$ cat src/rtl/core/csrp_pkg.sv
// Shared types and constants for the compressed-row row/column permuter.
package csrp_pkg;

  localparam int FIELD_W = 13;
  localparam int OUT_W   = 8;

  typedef enum logic [1:0] {
    REQ_ROW_START = 2'd0,
    REQ_COL_INDEX = 2'd1,
    REQ_PERM      = 2'd2,
    REQ_EMIT      = 2'd3
  } req_t;

  localparam logic [1:0] MODE_ROWS = 2'd0;
  localparam logic [1:0] MODE_COLS = 2'd1;
  localparam logic [1:0] MODE_BOTH = 2'd2;

  typedef struct packed {
    req_t               kind;
    logic [FIELD_W-1:0] pos;
    logic [FIELD_W-1:0] val;
  } item_t;

  typedef struct packed {
    logic push;
    logic full;
  } q_wr_t;

  typedef struct packed {
    logic pop;
    logic empty;
  } q_rd_t;

endpackage

$ cat src/rtl/core/csrp_front.sv
// Front end: accepts transactions, drops out-of-range ones, pushes the rest.
module csrp_front #(
  parameter int DIM_MAX = 256,
  parameter int NNZ_MAX = 4096
) (
  input  logic                 start,
  input  logic [1:0]           req_type,
  input  logic [12:0]          position,
  input  logic [12:0]          value,
  input  logic                 q_full,
  output logic                 busy,
  output logic                 push,
  output csrp_pkg::item_t      item
);
  import csrp_pkg::*;

  logic in_range;
  logic [31:0] pos32, val32;

  assign pos32 = 32'(position);
  assign val32 = 32'(value);

  always_comb begin
    unique case (req_t'(req_type))
      REQ_ROW_START: in_range = pos32 < 32'(DIM_MAX + 1);
      REQ_COL_INDEX: in_range = pos32 < 32'(NNZ_MAX);
      REQ_PERM:      in_range = (pos32 < 32'(DIM_MAX)) && (val32 < 32'(DIM_MAX));
      REQ_EMIT:      in_range = pos32 < 32'(DIM_MAX);
      default:       in_range = 1'b0;
    endcase
  end

  assign busy      = q_full;
  assign push      = start && !q_full && in_range;
  assign item.kind = req_t'(req_type);
  assign item.pos  = position;
  assign item.val  = value;
endmodule

$ cat config.mk
export PLATFORM = sky130hd
export DESIGN_NAME = csrp_front
export DESIGN_NICKNAME = d
export VERILOG_FILES = /design/src/rtl/core/csrp_pkg.sv /design/src/rtl/core/csrp_front.sv
export SDC_FILE = /design/constraint.sdc
export NUM_CORES = 1
export LEC_CHECK = 0
export BUFFER_PORTS_ARGS = -buffer_cell sky130_fd_sc_hd__clkbuf_2
export CORE_AREA = 4 4 41 43
export DETAILED_ROUTE_END_ITERATION = 12
export DIE_AREA = 0 0 45 47
export GPL_TIMING_DRIVEN = 0
export MAX_ROUTING_LAYER = met4
export PLACE_DENSITY = 0.74
export SLEW_MARGIN = 25
export SYNTH_ARGS = -nofsm -noshare
export SYNTH_HDL_FRONTEND = slang
export SYNTH_SLANG_ARGS = --single-unit
$ cat constraint.sdc
create_clock -name vclk -period 1.5
set_input_delay 0.225 -clock vclk [all_inputs]
set_output_delay 0.225 -clock vclk [all_outputs]
set_load 0.02 [all_outputs]
Word level (Yosys, flattened, before mapping)
Cells that the tools add are included.
- register bits after elaboration: 0
- bits of input ports: 30
- output and inout bits: 30
- word-level logic and storage cells: 13
- magnitude comparators: 4
- eq/ne operators: 3
- muxes and demuxes: 1
- reduce and logical (&&, ||, !) cells: 5
- operator list (operator ; number):
    < comparator 13 x 9 -> 1 bit, second input constant ; 3
    < comparator 13 bit, second input constant ; 1
    == test 2 bit, second input constant ; 2
    case mux 1 bit (4 select lines) ; 1
    logical AND 1 bit ; 3
    == test 2 x 1 -> 1 bit, second input constant ; 1
    zero test 2 bit ; 1
    zero test 1 bit ; 1

Depth between registers and ports, before layout
Gate-level depths: netlist (run 1).
- word-level depth: 4
- depth in mapped cells: 3
- gate-level depth less buffers: 3

Worst setup path after synthesis (run 1)
No wires, ideal clock.
- path type: input port to output port
- from: input position[7]
- to: output push
- data arrival time: 1129 ps
- required time: 1275 ps
- slack: 146 ps
- cell stages on the path: 3
- path buffers: 0
- cells stage by stage: nor4_2 > nand4_1 > a211oi_1
- longest elaborated chain between the ends: 4
- elaborated cells between the ends (all ways): 6
- classes of those cells: 3 x order compare; 1 x mux; 2 x reduce/logical
- RTL lines (item ; RTL line ; text):
    start, declared ; csrp_front.sv:8 ; input logic [12:0] position,
    < comparator 13 x 9 -> 1 bit ; csrp_front.sv:27, csrp_front.sv:28 ;
    logical AND 1 bit ; csrp_front.sv:27 ; REQ_PERM: in_range = (pos32 < 32'(DIM_MAX)) && (val32 < 32'(DIM_MAX));
    case mux 1 bit (4 select lines) (*) ; csrp_front.sv:24 ; unique case (req_t'(req_type))
    logical AND 1 bit (*) ; csrp_front.sv:34 ; assign push = start && !q_full && in_range;
    end, declared ; csrp_front.sv:12 ; output logic push,
Every way passes the cells marked *; elsewhere a longest branch is shown, timed or not.

Worst setup path in the final report (run 1)
Ends and elaborated chain as after synthesis.

==> results of run 1 <==
power groups by stage:
stage / Sequential (W) / Combinational, W / Clock [W]
after floorplan: 0 / 0.000122 / 0
after CTS: 0 / 0.000198 / 0
final: 0 / 0.000197 / 0
after global routing: 0 / 0.000212 / 0
after global placement: 0 / 0.000195 / 0
after detailed placement: 0 / 0.000197 / 0
kinds of logic (layout without fill, tap and decap cells):
| kind of cell | Yosys count | after routing | synth area share, % |
|---|---|---|---|
| compound gates | 3 | 3 | 6.75 |
| buf+inv | 30 | 82 | 74.7 |
| simple gates | 10 | 10 | 18.6 |
per-layer routing:
metal / up-vias / wire, um
li1: 220 / -
met1: 176 / 289
met2: 40 / 491
met3: 0 / 205
met4: 0 / 0
met5: - / 0
Yosys cell counts:
| cell type | n |
|---|---|
| nand4_1 | 1 |
| a211oi_1 | 2 |
| buf_4 | 29 |
| nor2_1 | 3 |
| a21oi_1 | 1 |
| inv_1 | 1 |
| nor4_1 | 1 |
| nor4_2 | 1 |
| nand2_1 | 1 |
| nor3_1 | 3 |
what timing repair did:
action | in CTS | in global routing
gates resized for setup | 0 | 3
endpoints found under the setup margin | 0 | 1
hold buffers | 0 | 0
final cells by class:
| class | instances | area (sq um) |
|---|---|---|
| plain buffers | 29 | 218 |
| fillers | 137 | 714 |
| multi-input cells | 13 | 86.3 |
| repair buffers | 52 | 260 |
| inverters | 1 | 3.75 |
| well taps | 15 | 18.8 |
worst max-delay path by stage:
| stage | startpoint | end | slack, ps | cells after the start |
|---|---|---|---|---|
| detailed placement | position[7] | push | 70 | 5 |
| global placement | position[10] | push | 90 | 5 |
| floorplan | position[7] | push | 150 | 3 |
| CTS | position[7] | push | 70 | 5 |
| finish | position[7] | push | 140 | 5 |
| global route | position[7] | push | 20 | 5 |
stage by stage:
stage / std cells / setup WS [ps] / total power (W) / utilization (%) / instance area (sq um)
6_report: 110 / 136 / 0.000197 / 45.1 / 587
5_1_grt: 110 / 21.2 / 0.000212 / 45.1 / 587
4_1_cts: 110 / 65.9 / 0.000198 / 44.2 / 576
3_5_place_dp: 110 / 65.5 / 0.000197 / 44.2 / 576
3_3_place_gp: 110 / 92.5 / 0.000195 / 44.2 / 576
2_1_floorplan: 43 / 146 / 0.000122 / - / 297
==> flow_metrics.tcl, run 1 <==
set metrics [dict create \
    grt.busiest_layer "met2" \
    crit_path_end_kind "primary output" \
    critPathMaxStageDelay_ps 280 \
    die_area_sq_um 2120 \
    top_level_ports 60 \
    tightest_slew_ps 243 \
    ir_drop_v 0.000109 \
    diodes 0 \
    port_buffers 52 \
    cts_setup_buffers 0 \
    layout.nets 127 \
    slew_violations 0 \
    pwr-share-seq_pct 0 \
    synth_cells 43 \
    vias 436 \
    synth_warnings 0 \
    grt_pass1_vias 380 \
    comb_power_share_pct 100.0 \
    finalWeightedCongestion 0.635 \
    period_needed_ps 1360 \
    die_y_um 47 \
    hold_ws_ps 676 \
    crit_required_ps 1270 \
    synth_top_area_cell "buf_4" \
    max_freq_mhz 733 \
    fin_setup_tns_ps 0 \
    drv_cap 0 \
    worstPathArrival_ps 1140 \
    hold_class "primary input to primary output" \
    yosysUniqueCellTypes 10 \
    clock_power_share_pct 0 \
    use_met2_pct 17.8 \
    final_common_cell "clkbuf_2" \
    core_sq_um 1300 \
    grt_max_degree 4 \
    whs_path_depth 2 \
    p_per_area_nw_per_um2 336 \
    slew_headroom_pct 83.7 \
    start_kind "primary input" \
    use_met3_pct 0.766 \
    clkbuf_count 0 \
    ant_nets 0 \
    grt_pass1_wl_mm 1.31 \
    areaGrowthSynthToFinish_pct 97.9 \
    outcome "complete, no violations" \
    yosysTopAreaCellShare_pct 73.4 \
    antenna_found_initial 0 \
    drtIter0Drc 1 \
    first_pass_iters 2 \
    syn-num-nets 73 \
    wl_um 986 \
    crit_buf_inv 2 \
    crit_family "simple AND/OR/NAND/NOR gates" \
    seqCellArea_sq_um 0 \
    yosys-top-cells-area "buf_4 (73%), nor3_1 (5.1%), a211oi_1 (5.1%)" \
    p_int_w 0.0000983 \
    die_x_um 45 \
    p_sw_w 0.0000986 \
    avgSynthCellArea_sq_um 6.90 \
    finalHoldViolCount 0 \
    period_share_pct 91.0 \
    critPathSlowestCell "nor4_2" \
    min-delay-start "value[7]" \
    start_util_pct 22.8 \
    p_sw_share_pct 50.1 \
    hold_end "item[7]" \
    routed_via_density 3.96 \
    rows 13 \
    synth_area_sq_um 297 \
    criticalPathCategory "primary input to primary output" \
    setup-violations-final 0 \
    grt_usage_pct 8.12 \
    layout_common_cells "clkbuf_2 (51), buf_4 (29), nor2_1 (3), nor3_1 (3), nor4_2 (2)" \
    leakage_nw 0.377 \
    rsz0062_at_grt "false" \
    path_max_fanout 2 \
    nFlopsAndLatches 0 \
    drc_errors 0 \
    yosysSeqAreaShare_pct 0 \
    grt_use_met1_pct 7.87 \
    grt_overflow 0 \
    final_layout_size_suffix_gt1_share_pct 88.4 \
    crit_chain "clkbuf_2, nor4_2, nand4_1, a211oi_2, buf_2" \
    post_drt_wl_per_cell_um 8.96 \
]
Power figures use the tool's default switching activity.
==> run 2, diff against run 1 <==
==> constraint.sdc (replaced) <==
create_clock -name vclk -period 1.7
set_input_delay 0.255 -clock vclk [all_inputs]
set_output_delay 0.255 -clock vclk [all_outputs]
set_load 0.01 [all_outputs]
==> run 2 against run 1 <==
- die area did not move
- worst hold slack improved by 23 ps
- utilization fell by 0.87 points
- design area fell by 1.9%
- largest cell class unchanged
==> flow_metrics.tcl, run 2 (synthesis results as in run 1) <==
set metrics [dict create \
    n_fill_cell 138 \
    drv_cap 0 \
    cts_setup_buffers 0 \
    slew_violations 0 \
    port_buffers 52 \
    areaGrowthSynthToFinish_pct 94.1 \
    crit_required_ps 1440 \
    seqCellArea_sq_um 0 \
    antenna_found_initial 0 \
    ir_drop_v 0.0000834 \
    die_x_um 45 \
    rows 13 \
    period_share_pct 84.4 \
    ctsResizeCount 0 \
    diodes 0 \
    max_freq_mhz 697 \
    crit_path_end_kind "primary output" \
    worstPathArrival_ps 1180 \
    first_pass_iters 2 \
    ant_nets 0 \
    grt_usage_pct 8.12 \
    vias 436 \
    post_drt_wl_per_cell_um 8.91 \
    grt_overflow 0 \
    path_max_fanout 3 \
    finalHoldViolCount 0 \
    outcome "complete, no violations" \
    grt_pass1_wl_mm 1.31 \
    fin_setup_tns_ps 0 \
    hold_class "primary input to primary output" \
    period_needed_ps 1430 \
    die_y_um 47 \
    slew_headroom_pct 80.1 \
    grt_pass1_vias 380 \
    p_per_area_nw_per_um2 250 \
    core_sq_um 1300 \
    die_area_sq_um 2120 \
    layout_common_cells "clkbuf_2 (52), buf_4 (29), nor2_1 (3), nor3_1 (3), a211oi_1 (2)" \
    start_kind "primary input" \
    leakage_nw 0.375 \
    start_util_pct 22.8 \
    drc_errors 0 \
    drtIter0Drc 1 \
    top_level_ports 60 \
    finalWeightedCongestion 0.635 \
    nFlopsAndLatches 0 \
    setup-violations-final 0 \
    layout.nets 127 \
    holdBufCountCts 0 \
    final_common_cell "clkbuf_2" \
    final_layout_size_suffix_gt1_share_pct 86.3 \
    routed_via_density 3.96 \
    criticalPathCategory "primary input to primary output" \
    tightest_slew_ps 296 \
    multiInputGateArea_sq_um 75.1 \
    final_core_util_pct 44.2 \
    clkbuf_count 0 \
    wl_um 980 \
    rsz0062_at_grt "false" \
    grt_max_degree 4 \
]
run 2: cell count changes in the layout (fill, tap and decap cells not counted), sizes merged:
cell | before | now
buf | 30 | 29
clkbuf | 51 | 52
run 2: area by class of cell:
class | count | area share (%)
buffer | 29 | 37.8
inverter | 1 | 0.652
tap | 15 | 3.26
timing repair buffer | 52 | 45.2
multi-input combinational | 13 | 13.0
run 2: metrics by stage:
step	worst slack, ps	std cells	power, W	cell area, sq um	hold slack (ps)
finish	265	110	0.000144	576	699
global route	113	110	0.000157	576	704
CTS	243	110	0.000147	576	701
detailed placement	242	110	0.000146	576	700
global placement	269	110	0.000144	576	700
floorplan	496	43	0.0000778	297	602
run 2: power breakdown:
part           switching (W)  internal (W)
clock network              0             0
logic              0.0000576     0.0000863
registers                  0             0
run 2: per-layer routing:
| metal | vias up | global-route usage [%] | share of wire, % |
|---|---|---|---|
| met5 | - | - | 0 |
| met3 | 0 | 0.766 | 21 |
| met4 | 0 | 0 | 0 |
| met2 | 40 | 17.8 | 50 |
| met1 | 175 | 7.87 | 29 |
| li1 | 221 | - | - |
run 2: critical path, stage by stage:
cell and delay, ps:
clkbuf_2 100, nor4_1 330, a21oi_1 70, a211oi_1 250, clkbuf_2 170
run 2: worst paths after layout:
| kind | slack, ps | endpoint | from | cells past startpoint |
|---|---|---|---|---|
| worst min-delay path | 700 | item[7] | value[7] | 2 |
| worst max-delay path | 270 | push | position[10] | 5 |
