==> config.mk <==
export PLATFORM = sky130hd
export DESIGN_NAME = csrp_queue
export DESIGN_NICKNAME = d
export VERILOG_FILES = /design/src/rtl/core/csrp_pkg.sv /design/src/rtl/core/csrp_queue.sv
export SDC_FILE = /design/constraint.sdc
export NUM_CORES = 1
export LEC_CHECK = 0
export BUFFER_PORTS_ARGS = -buffer_cell sky130_fd_sc_hd__buf_2
export CAP_MARGIN = 20
export CORE_MARGIN = 8
export CORE_UTILIZATION = 45
export CTS_CLUSTER_DIAMETER = 100
export DETAILED_ROUTE_END_ITERATION = 6
export HOLD_SLACK_MARGIN = 0.1
export PLACE_DENSITY_LB_ADDON = 0.3
export SLEW_MARGIN = 20
export SYNTH_ARGS = -nofsm -noshare
export SYNTH_HDL_FRONTEND = slang
export SYNTH_SLANG_ARGS = --single-unit
==> constraint.sdc <==
create_clock -name clk -period 2.62 [get_ports clk]
set_clock_uncertainty 0.2 [all_clocks]
set_input_delay 0.393 -clock clk [delete_from_list [all_inputs] [get_ports clk]]
set_output_delay 0.393 -clock clk [all_outputs]
set_load 0.02 [all_outputs]
==> src/rtl/core/csrp_pkg.sv <==
// Shared types and constants for the compressed-row row/column permuter.
package csrp_pkg;

  localparam int FIELD_W = 13;
  localparam int OUT_W   = 8;

  typedef enum logic [1:0] {
    REQ_ROW_START = 2'd0,
    REQ_COL_INDEX = 2'd1,
    REQ_PERM      = 2'd2,
    REQ_EMIT      = 2'd3
  } req_t;

  localparam logic [1:0] MODE_ROWS = 2'd0;
  localparam logic [1:0] MODE_COLS = 2'd1;
  localparam logic [1:0] MODE_BOTH = 2'd2;

  typedef struct packed {
    req_t               kind;
    logic [FIELD_W-1:0] pos;
    logic [FIELD_W-1:0] val;
  } item_t;

  typedef struct packed {
    logic push;
    logic full;
  } q_wr_t;

  typedef struct packed {
    logic pop;
    logic empty;
  } q_rd_t;

endpackage

==> src/rtl/core/csrp_queue.sv <==
// Two-entry queue between the front end and the back end.
module csrp_queue (
  input  logic            clk,
  input  logic            rst,
  input  logic            push,
  input  csrp_pkg::item_t din,
  input  logic            pop,
  output csrp_pkg::item_t dout,
  output logic            full,
  output logic            empty
);
  import csrp_pkg::*;

  item_t      slots [2];
  logic       wr_ptr, rd_ptr;
  logic [1:0] count;

  assign full  = count == 2'd2;
  assign empty = count == 2'd0;
  assign dout  = slots[rd_ptr];

  always_ff @(posedge clk) begin
    if (push) slots[wr_ptr] <= din;
    if (rst) begin
      wr_ptr <= 1'b0;
      rd_ptr <= 1'b0;
      count  <= 2'd0;
    end else begin
      if (push) wr_ptr <= ~wr_ptr;
      if (pop)  rd_ptr <= ~rd_ptr;
      count <= count + 2'(push) - 2'(pop);
    end
  end
endmodule

======== Word-level counts from Yosys, hierarchy flattened ========
Memories as Yosys holds them, arrays and structs flattened. A register that Yosys moved wholly into a read port is not among the register bits.
Cells that the tools add are included.
Widths: inputs -> output; s select.
word-level totals
  flip-flop bits (word level) ............. 4
  latch bits .............................. 0
  memory bits (writable) .................. 56
  memory bits (read-only) ................. 0
  bits of input ports ..................... 32
  output and inout bits ................... 30
  logic and storage cells ................. 14
  memories kept ........................... 1
memory list
  memory  words  width  rd ports  clocked after memory_dff  write ports  line              text
  slots   2      28     1         1                         1            csrp_queue.sv:14  item_t slots [2];
operators by class
  add/sub/neg operators ................... 2
  $mul .................................... 0
  div/mod/pow operators ................... 0
  magnitude comparators ................... 0
  equality and inequality tests ........... 1
  shift operators ......................... 0
  muxes and demuxes ....................... 4
  bitwise gates (word level) .............. 2
  reductions and logical operators ........ 1
operators by type and width
  operator            count
  $mux 1              4
  $add 2x1->2         1
  $eq 2x2->1 const B  1
  $logic_not 2->1     1
  $not 1->1           2
  $sub 2x1->2         1

======== Logic depth before layout (Yosys ltp) ========
Gate-level depths: netlist (run 1).
  depth in word-level cells ............... 3
  depth in mapped cells ................... 6
  depth with buffers taken out ............ 6

======== Worst setup path after synthesis (run 1) ========
Ideal clock, no wire load.
  kind .................................... input to register
  start ................................... input push
  end ..................................... memory slots[0][0] (netlist name) (enable)
  setup time .............................. 0.416 ns
  arrival time ............................ 1.670 ns
  data required time ...................... 2.004 ns
  setup slack ............................. 0.334 ns
  cell stages on the path ................. 1
  buffers on the path ..................... 0
  cell sequence ........................... nor2b_1
between the ends
  word-level cells in the longest chain between the ends .. 2
ends and longest elaborated chain
  item                          line              text
  start: declaration            csrp_queue.sv:5   input logic push,
  $mux 1                        csrp_queue.sv:23  if (push) slots[wr_ptr] <= din;
  $mux 1 (not written as such)  csrp_queue.sv:23
  end: declaration              csrp_queue.sv:14
No other way between the ends.

==> results.json, run 1 <==
{
  "p_leak_nw": 1.29,
  "row_count": 26,
  "ant_nets": 0,
  "status": "finished, final reports clean",
  "synth_seq_cells": 61,
  "cp.arrival_ps": 1510,
  "whs_ps": 169,
  "clk_pin_slew_ps": 70,
  "power_frac_comb_pct": 16.1,
  "cp.required_ps": 2030,
  "cp-start-kind": "flip-flop",
  "die_w_um": 88.1,
  "max_freq_mhz": 475,
  "vias_per_cell": 4.50,
  "cts_tree": "done",
  "seq_area_frac_synth_pct": 76.1,
  "syn_avg_cell_area_um2": 21.7,
  "synth_top_cell_area_share_pct": 71.9,
  "route.detailed.drc": 0,
  "p_switching_mw": 0.542,
  "finalMaxSlewViolations": 0,
  "final_layout_size_suffix_gt1_share_pct": 50.0,
  "p_sw_share_pct": 23.7,
  "post-place-ws_ps": 864,
  "htreeDepth": 3,
  "cts_buffers": 9,
  "grt_max_degree": 21,
  "routed_wl_mm": 4.45,
  "io_buffers": 61,
  "wl_per_cell_um": 15.6,
  "maxCapViolations": 0,
  "fin_nets": 245,
  "vias": 1287,
  "syn_nets": 142,
  "core-area_mm2": 0.00507,
  "rsz0062_at_grt": "no",
  "synthTopCellsByArea": "edfxtp_1 (72%), mux2_4 (13%), dfxtp_1 (4.3%), mux2_2 (3.9%), buf_12 (1.7%)",
  "grt_pass1_wl_mm": 7.28,
  "final_common_cell": "buf_2",
  "cts_root_buf": "clkbuf_8",
  "die_y_um": 88.1,
  "grt_pass1_vias": 1516,
  "antenna_found_initial": 0,
  "gp_congestion": 0.661,
  "slew_headroom_pct": 83.8,
  "clkSinkCount": 61,
  "cts_buffer_depth": 2,
  "yosysTopAreaCell": "edfxtp_1",
  "min_period_over_period_pct": 80.3,
  "internal_power_mw": 1.75,
  "fin_ws_ps": 516,
  "area_growth_syn_to_layout_pct": 37.1,
  "clock_latency_ps": 320,
  "power_frac_seq_pct": 50.8,
  "hold_path.class": "input pin to flip-flop",
  "hold_viol_final": 0,
  "worstSetupPathType": "flip-flop to primary output",
  "syn_inst": 108,
  "final-setup-viol-count": 0,
  "endpoint_kind": "primary output",
  "power_density_mw_per_mm2": 714,
  "die-area_mm2": 0.00776,
  "ir_worst_vdd_uv": 413,
  "yosysWarnings": 0,
  "ff2ff_setup_slack_ps": 1180,
  "worstMarginPinSlew_ps": 243,
  "n_antenna_cell": 0,
  "gr-total-overflow": 0,
  "layout_common_cells": "buf_2 (61), edfxtp_1 (56), dlygate4sd3_1 (29), mux2_4 (20), clkbuf_8 (9)",
  "ys_types": 13,
  "fin_crit_ps": 2100,
  "fin_tns_setup_ps": 0,
  "firstDrtPassIters": 6,
  "grt_usage_pct": 13.0,
  "drt_iter0_drc": 54,
  "initial_utilization_pct": 46.1,
  "fillers": 392,
  "crit_fanout": 20,
  "syn_area_mm2": 0.00234,
  "power_frac_clock_pct": 33.2,
  "io_pins": 62
}
==> registers in the layout, indices dropped and copies added, names as in the netlist, named ones only <==
| register | count |
|---|---|
| wr_ptr | 1 |
| rd_ptr | 1 |
| count | 2 |
| slots | 56 |
==> cell usage after synthesis <==
master	instances
and2_1	1
buf_12	2
buf_6	1
dfxtp_1	5
edfxtp_1	56
ha_1	2
inv_1	2
mux2_2	8
mux2_4	20
nor2_1	5
nor2b_1	3
xnor2_1	2
xnor3_1	1
==> routing by layer <==
metal | vias up | global-route usage [%] | part of all wire [%]
met4 | 0 | 4.15 | 0.18
li1 | 619 | - | -
met5 | - | 0 | 0
met3 | 2 | 7.60 | 6.6
met2 | 44 | 22.3 | 52
met1 | 622 | 12.8 | 41
==> final cells by class <==
cell class	instances	area, µm²	share of cell area (%)
Sequential cell	61	1780	55.6
Timing Repair Buffer	95	646	20.1
Multi-Input combinational cell	42	502	15.6
Clock buffer	10	128	3.98
Tap cell	70	87.6	2.73
Clock inverter	6	53.8	1.68
Inverter	2	7.51	0.234
==> power groups by stage <==
stage | Clock [mW] | Combinational (mW) | Sequential [mW]
after detailed placement | 0 | 0.339 | 1.18
after global placement | 0 | 0.332 | 1.18
after CTS | 0.788 | 0.374 | 1.16
after floorplan | 0 | 0.241 | 1.17
final | 0.760 | 0.368 | 1.16
after global routing | 0.834 | 0.400 | 1.17
==> final timing paths <==
kind / end / cells past startpoint / from
setup / recovery: dout[12] / 3 / flip-flop
hold / removal: rd_ptr / 3 / pop
setup reg to reg: count[1] / 6 / count[0]
hold reg to reg: rd_ptr / 2 / rd_ptr
==> repair_timing <==
item                      CTS  global route
hold buffers               29             0
gates resized for setup     0             0
hold endpoints to repair   61             0
buffers inserted            0             0
==> logic make-up after synthesis <==
group | synth area share, %
simple gates | 1.87
flops | 76.1
buf+inv | 2.51
mux | 16.7
xor+xnor | 1.71
fa+ha+maj | 1.07
==> per-stage QoR <==
stage	cell area, µm²	instances	power [mW]	utilization (%)
6_report	3210	286	2.29	63.2
2_1_floorplan	2340	108	1.41	-
3_5_place_dp	2740	241	1.52	53.9
4_1_cts	3210	286	2.32	63.2
3_3_place_gp	2740	241	1.51	53.9
5_1_grt	3210	286	2.40	63.2
==> critical path, cell delays in order, from the launching register on <==
cell	delay, ps
dfxtp_2	470
buf_12	230
mux2_4	310
buf_2	160
(Power assumes the default switching activity.)
==> run 2: changes to the inputs <==
ABC_AREA = 1   (was default)
clock period = 2 ns   (was 2.62 ns; I/O delays follow)
==> run 2 against run 1 <==
  * Critical endpoint is now dout[5]
  * Largest cell class unchanged
  * Core utilization rose by 0.17 points
  * Sequential share of layout area fell by 0.15 points
  * Total power rose by 22%
  * Critical path depth did not move
  * Non-clock buffer count rose by 4
==> results.json, run 2 <==
{
  "status": "finished, final reports clean",
  "fin_tns_setup_ps": 0,
  "n_antenna_cell": 0,
  "syn_nets": 152,
  "wl_per_cell_um": 14.6,
  "hpwl_mm": 3.05,
  "cp.required_ps": 1500,
  "firstDrtPassIters": 4,
  "whs_ps": 327,
  "r2r_start": "count[0]",
  "synth-edff-count": 56,
  "cts_root_buf": "clkbuf_8",
  "finalMaxSlewViolations": 0,
  "clkSinkCount": 61,
  "synth_most_common_cell": "edfxtp_1",
  "synth_seq_cells": 61,
  "clk_pin_slew_ps": 60,
  "synth_compound_area_share_pct": 0.213,
  "endpoint_kind": "primary output",
  "cpPeakStageDelay_ps": 360,
  "p_leak_nw": 1.32,
  "rr_endpoint": "count[1]",
  "gr-total-overflow": 0,
  "grt_pass1_vias": 1486,
  "ys_types": 14,
  "yosysWarnings": 0,
  "routed_wl_mm": 4.37,
  "antenna_found_initial": 0,
  "route.detailed.drc": 0,
  "clock_latency_ps": 320,
  "io_buffers": 61,
  "syn_avg_cell_area_um2": 19.9,
  "synth_top_cell_area_share_pct": 71.6,
  "min_period_over_period_pct": 95.1,
  "post-place-ws_ps": 381,
  "cts_tree": "done",
  "largest_registers": "slots: 56 flops, count: 2 flops",
  "htreeDepth": 3,
  "max_freq_mhz": 526,
  "hold_viol_final": 0,
  "top_register": "slots",
  "hold_path.class": "flip-flop to flip-flop",
  "post_dp_cell_area_mm2": 0.00274,
  "die_w_um": 88.2,
  "rsz0062_at_grt": "no",
  "area_growth_syn_to_layout_pct": 37.0,
  "grt_pass1_wl_mm": 6.75,
  "worstMarginPinSlew_ps": 210,
  "maxCapViolations": 0,
  "synth_commonest_cells": "edfxtp_1 (56), mux2_4 (20), inv_1 (8), mux2_2 (8), nor2_1 (8)",
  "core-area_mm2": 0.00507,
  "cts_setup_buffers": 0,
  "synthArstFlopShare_pct": 0,
  "synthFlopType": "edfxtp_1",
  "synth_adder_area_share_pct": 1.07,
  "finish.instance_area_mm2": 0.00322,
  "synthTopCellsByArea": "edfxtp_1 (72%), mux2_4 (13%), dfxtp_1 (4.3%), mux2_2 (3.8%), buf_12 (1.7%)",
  "synth_simple_gate_area_share_pct": 2.35,
  "slew_headroom_pct": 86.0,
  "cts_buffer_depth": 2,
  "fin_nets": 259,
  "worstSetupPathType": "flip-flop to primary output",
  "layout_common_cells": "buf_2 (61), edfxtp_1 (56), dlygate4sd3_1 (32), mux2_4 (20), clkbuf_8 (9)",
  "grt_usage_pct": 11.8,
  "grt_max_degree": 17,
  "cp-start-kind": "flip-flop",
  "path_cells": "buf_4 > mux2_2 > buf_2",
  "die-area_mm2": 0.00778,
  "cpMaxStageDelayCell": "mux2_2",
  "final-setup-viol-count": 0,
  "initial_utilization_pct": 46.3,
  "seq_area_frac_synth_pct": 75.9,
  "power_density_mw_per_mm2": 871,
  "largest_reg_flops": 56,
  "vias_per_cell": 4.51,
  "dp.cells": 252,
  "yosysTopAreaCell": "edfxtp_1",
  "drt_iter0_drc": 51,
  "syn_inst": 118,
  "vias": 1345,
  "gp_congestion": 0.676,
  "reg2regPathDepth": 9,
  "ant_nets": 0,
  "die_y_um": 88.2,
  "ir_worst_vdd_uv": 486,
  "final_cells": 298,
  "row_count": 26,
  "final_common_cell": "buf_2",
  "io_pins": 62,
  "final_layout_size_suffix_gt1_share_pct": 48.7,
  "fin_ws_ps": 98.2,
  "synth_mux_area_share_pct": 16.6,
  "cp.arrival_ps": 1400,
  "synth_top_family_by_area": "multiplexers",
  "syn_area_mm2": 0.00235,
  "ff2ff_setup_slack_ps": 480,
  "crit_fanout": 12,
  "endpoint": "dout[5]",
  "cts_buffers": 9,
  "fin_crit_ps": 1900,
  "synth_xor_area_share_pct": 0.373
}
[run 2: cell count changes after synthesis]
| cell | delta |
|---|---|
| inv_1 | +6 |
| nand2_1 | +4 |
| nor2_1 | +3 |
| nor2b_1 | -3 |
| a21oi_1 | +1 |
| and2_1 | -1 |
| nand3_1 | +1 |
| nor3_1 | +1 |
| xnor2_1 | -1 |
| xnor3_1 | -1 |
[run 2: worst max-delay path, delay by kind of cell (launching register included)]
family / cells / cell delay (ps)
DFF: 1 / 340
buffers and inverters: 2 / 390
muxes: 1 / 360
[run 2: metrics by stage]
step	power, mW	utilization [%]
after floorplan	1.80	-
after global placement	1.91	53.9
after detailed placement	1.93	53.9
after CTS	2.84	63.3
after global routing	2.92	63.4
final	2.80	63.4
[run 2: layout make-up]
class,count,area (µm²)
Timing Repair Buffer,99,674
Multi-Input combinational cell,46,487
Inverter,8,30.0
Fill cell,401,1860
Sequential cell,61,1780
Tap cell,70,87.6
Clock inverter,5,30.0
Clock buffer,9,124
[run 2: cell families (layout without fill, tap and decap cells)]
logic type,count (synthesis),in the layout
AND/OR/NAND/NOR,14,14
multiplexers,28,28
XOR/XNOR,1,1
AO/OA/AOI/OAI,1,1
buffers and inverters,11,121
adder cells (fa/ha/maj),2,2
flip-flops,61,61
[run 2: report_power, final]
group / switching, mW / internal [mW]
Combinational: 0.231 / 0.221
Clock: 0.423 / 0.427
Sequential: 0.0231 / 1.47
[run 2: repair_timing]
item / CTS / global route
hold endpoints to repair: 61 / 0
hold buffers: 32 / 0
resized for setup: 0 / 1
setup endpoints to repair: 0 / 3
[run 2: worst min-delay path by stage]
stage	start	end	slack [ps]	cells past startpoint
final	wr_ptr	wr_ptr	330	2
after detailed placement	din[3]	slots[1][3]	290	1
after global placement	din[1]	slots[1][1]	290	1
after global routing	wr_ptr	wr_ptr	360	2
after CTS	wr_ptr	wr_ptr	330	2
after floorplan	rst	count[0]	170	1
[run 2: per-layer routing]
layer	share of wire, %	GRT usage (%)	vias to the layer above
li1	-	-	652
met1	37	11.1	651
met2	55	21.4	34
met3	5.8	5.01	8
met4	1.7	5.99	0
met5	0	0	-
==> run 3: changes to the inputs <==
ABC_AREA = 0   (was 1)
==> run 3 against run 2 <==
  * Core utilization increased by 0.27 points
  * Sequential share of layout area decreased by 0.16 points
  * Global-route usage increased by 0.56 points
  * Cell area increased by 0.43%
  * Critical path depth unchanged
  * Worst setup slack improved by 16 ps
  * Via count decreased by 3.6%
  * Non-clock buffer count increased by 2
  * Routed wire length decreased by 1.3%
  * Register-to-register slack improved by 110 ps
  * Sequential power about the same
  * Maximum frequency increased by 0.86%
  * Critical endpoint unchanged
  * Largest power group unchanged
==> results.json, run 3 (synthesis gave the netlist of run 1 again) <==
{
  "rr_endpoint": "count[1]",
  "multiInputGateArea_um2": 502,
  "cts_root_buf": "clkbuf_8",
  "row_count": 26,
  "routed_wl_mm": 4.31,
  "die_w_um": 88.1,
  "p_sw_share_pct": 23.8,
  "r2r_start": "count[0]",
  "power_frac_seq_pct": 53.0,
  "die-area_mm2": 0.00776,
  "ant_nets": 0,
  "p_leak_nw": 1.30,
  "min_period_over_period_pct": 94.3,
  "cts_buffers": 9,
  "fin_tns_setup_ps": 0,
  "top_register": "slots",
  "finalMaxSlewViolations": 0,
  "drt_iter0_drc": 60,
  "cp.required_ps": 1500,
  "maxCapViolations": 0,
  "gp_congestion": 0.696,
  "endpoint": "dout[5]",
  "die_y_um": 88.1,
  "power_frac_clock_pct": 29.6,
  "grt_max_degree": 19,
  "firstDrtPassIters": 3,
  "largest_reg_flops": 56,
  "total_power_mw": 2.87,
  "hold_viol_final": 0,
  "final_common_cell": "buf_2",
  "io_pins": 62,
  "layout_common_cells": "buf_2 (61), edfxtp_1 (56), dlygate4sd3_1 (31), mux2_4 (20), clkbuf_8 (9)",
  "hold_path.class": "flip-flop to flip-flop",
  "slew_headroom_pct": 82.8,
  "power_frac_comb_pct": 17.4,
  "clkSinkCount": 61,
  "worstSetupPathType": "flip-flop to primary output",
  "n_antenna_cell": 0,
  "internal_power_mw": 2.18,
  "vias": 1296,
  "area_growth_syn_to_layout_pct": 38.0,
  "cp-start-kind": "flip-flop",
  "post-place-ws_ps": 330,
  "status": "finished, final reports clean",
  "grt_pass1_wl_mm": 7.03,
  "cts_buffer_depth": 2,
  "gr-total-overflow": 0,
  "ff2ff_setup_slack_ps": 590,
  "fin_nets": 251,
  "holdPathStages": 2,
  "power_density_mw_per_mm2": 887,
  "route.detailed.drc": 0,
  "crit_fanout": 7,
  "final_layout_size_suffix_gt1_share_pct": 49.5,
  "grt_pass1_vias": 1473,
  "cp.arrival_ps": 1390,
  "hpwl_mm": 2.97,
  "wl_per_cell_um": 14.8,
  "cts_tree": "done",
  "io_buffers": 61,
  "clock_latency_ps": 320,
  "whs_ps": 334,
  "p_switching_mw": 0.682,
  "fin_crit_ps": 1890,
  "fin_ws_ps": 114,
  "register_area_mm2": 0.00179,
  "antenna_found_initial": 0,
  "htreeDepth": 3,
  "ir_worst_vdd_uv": 480,
  "utilization_pct": 63.6,
  "largest_registers": "slots: 56 flops, count: 2 flops",
  "initial_utilization_pct": 46.1,
  "max_freq_mhz": 530,
  "rsz0062_at_grt": "no",
  "clk_pin_slew_ps": 60,
  "final-setup-viol-count": 0,
  "fillers": 396,
  "vias_per_cell": 4.44,
  "worstMarginPinSlew_ps": 258,
  "grt_usage_pct": 12.4,
  "core-area_mm2": 0.00507,
  "reg2regPathDepth": 6,
  "endpoint_kind": "primary output"
}
## run 3: timing repair
| action | CTS | global route |
|---|---|---|
| endpoints found under the setup margin | 13 | 3 |
| hold endpoints to repair | 61 | 0 |
| gates resized for setup | 1 | 0 |
| buffers inserted | 0 | 2 |
| hold buffers | 31 | 0 |
## run 3: worst min path at each step
stage	from	endpoint	slack, ps
2_1_floorplan	rst	count[0]	170
3_3_place_gp	din[0]	slots[0][0]	290
3_5_place_dp	din[11]	slots[0][11]	290
4_1_cts	rd_ptr	rd_ptr	340
5_1_grt	rd_ptr	rd_ptr	360
6_report	rd_ptr	rd_ptr	330
## run 3: per-stage QoR
step / instances / instance area (µm²)
floorplan: 108 / 2340
global placement: 243 / 2750
detailed placement: 243 / 2750
CTS: 290 / 3210
global route: 292 / 3230
finish: 292 / 3230
## run 3: power groups by stage
| stage | Clock, mW | Sequential, mW | Combinational, mW |
|---|---|---|---|
| after CTS | 0.875 | 1.52 | 0.499 |
| final | 0.847 | 1.52 | 0.499 |
| after floorplan | 0 | 1.53 | 0.316 |
| after global routing | 0.948 | 1.53 | 0.539 |
| after detailed placement | 0 | 1.55 | 0.449 |
| after global placement | 0 | 1.54 | 0.439 |
## run 3: critical path, stage by stage, from the launching register on
cell,delay (ps)
dfxtp_4,390
buf_4,170
mux2_2,350
buf_2,160
## run 3: layout make-up
type                            count  area share [%]
Clock buffer                       13            4.30
Clock inverter                      3           0.387
Inverter                            2           0.232
Multi-Input combinational cell     42            15.5
Sequential cell                    61            55.3
Tap cell                           70            2.71
Timing Repair Buffer              101            21.5
## run 3: layer usage
| layer | GRT usage [%] | up-vias | wire (µm) |
|---|---|---|---|
| met1 | 13.1 | 609 | 1770 |
| met4 | 6.45 | 0 | 59 |
| met2 | 20.8 | 47 | 2170 |
| met3 | 4.88 | 8 | 312 |
| li1 | - | 632 | - |
| met5 | 0 | - | 0 |
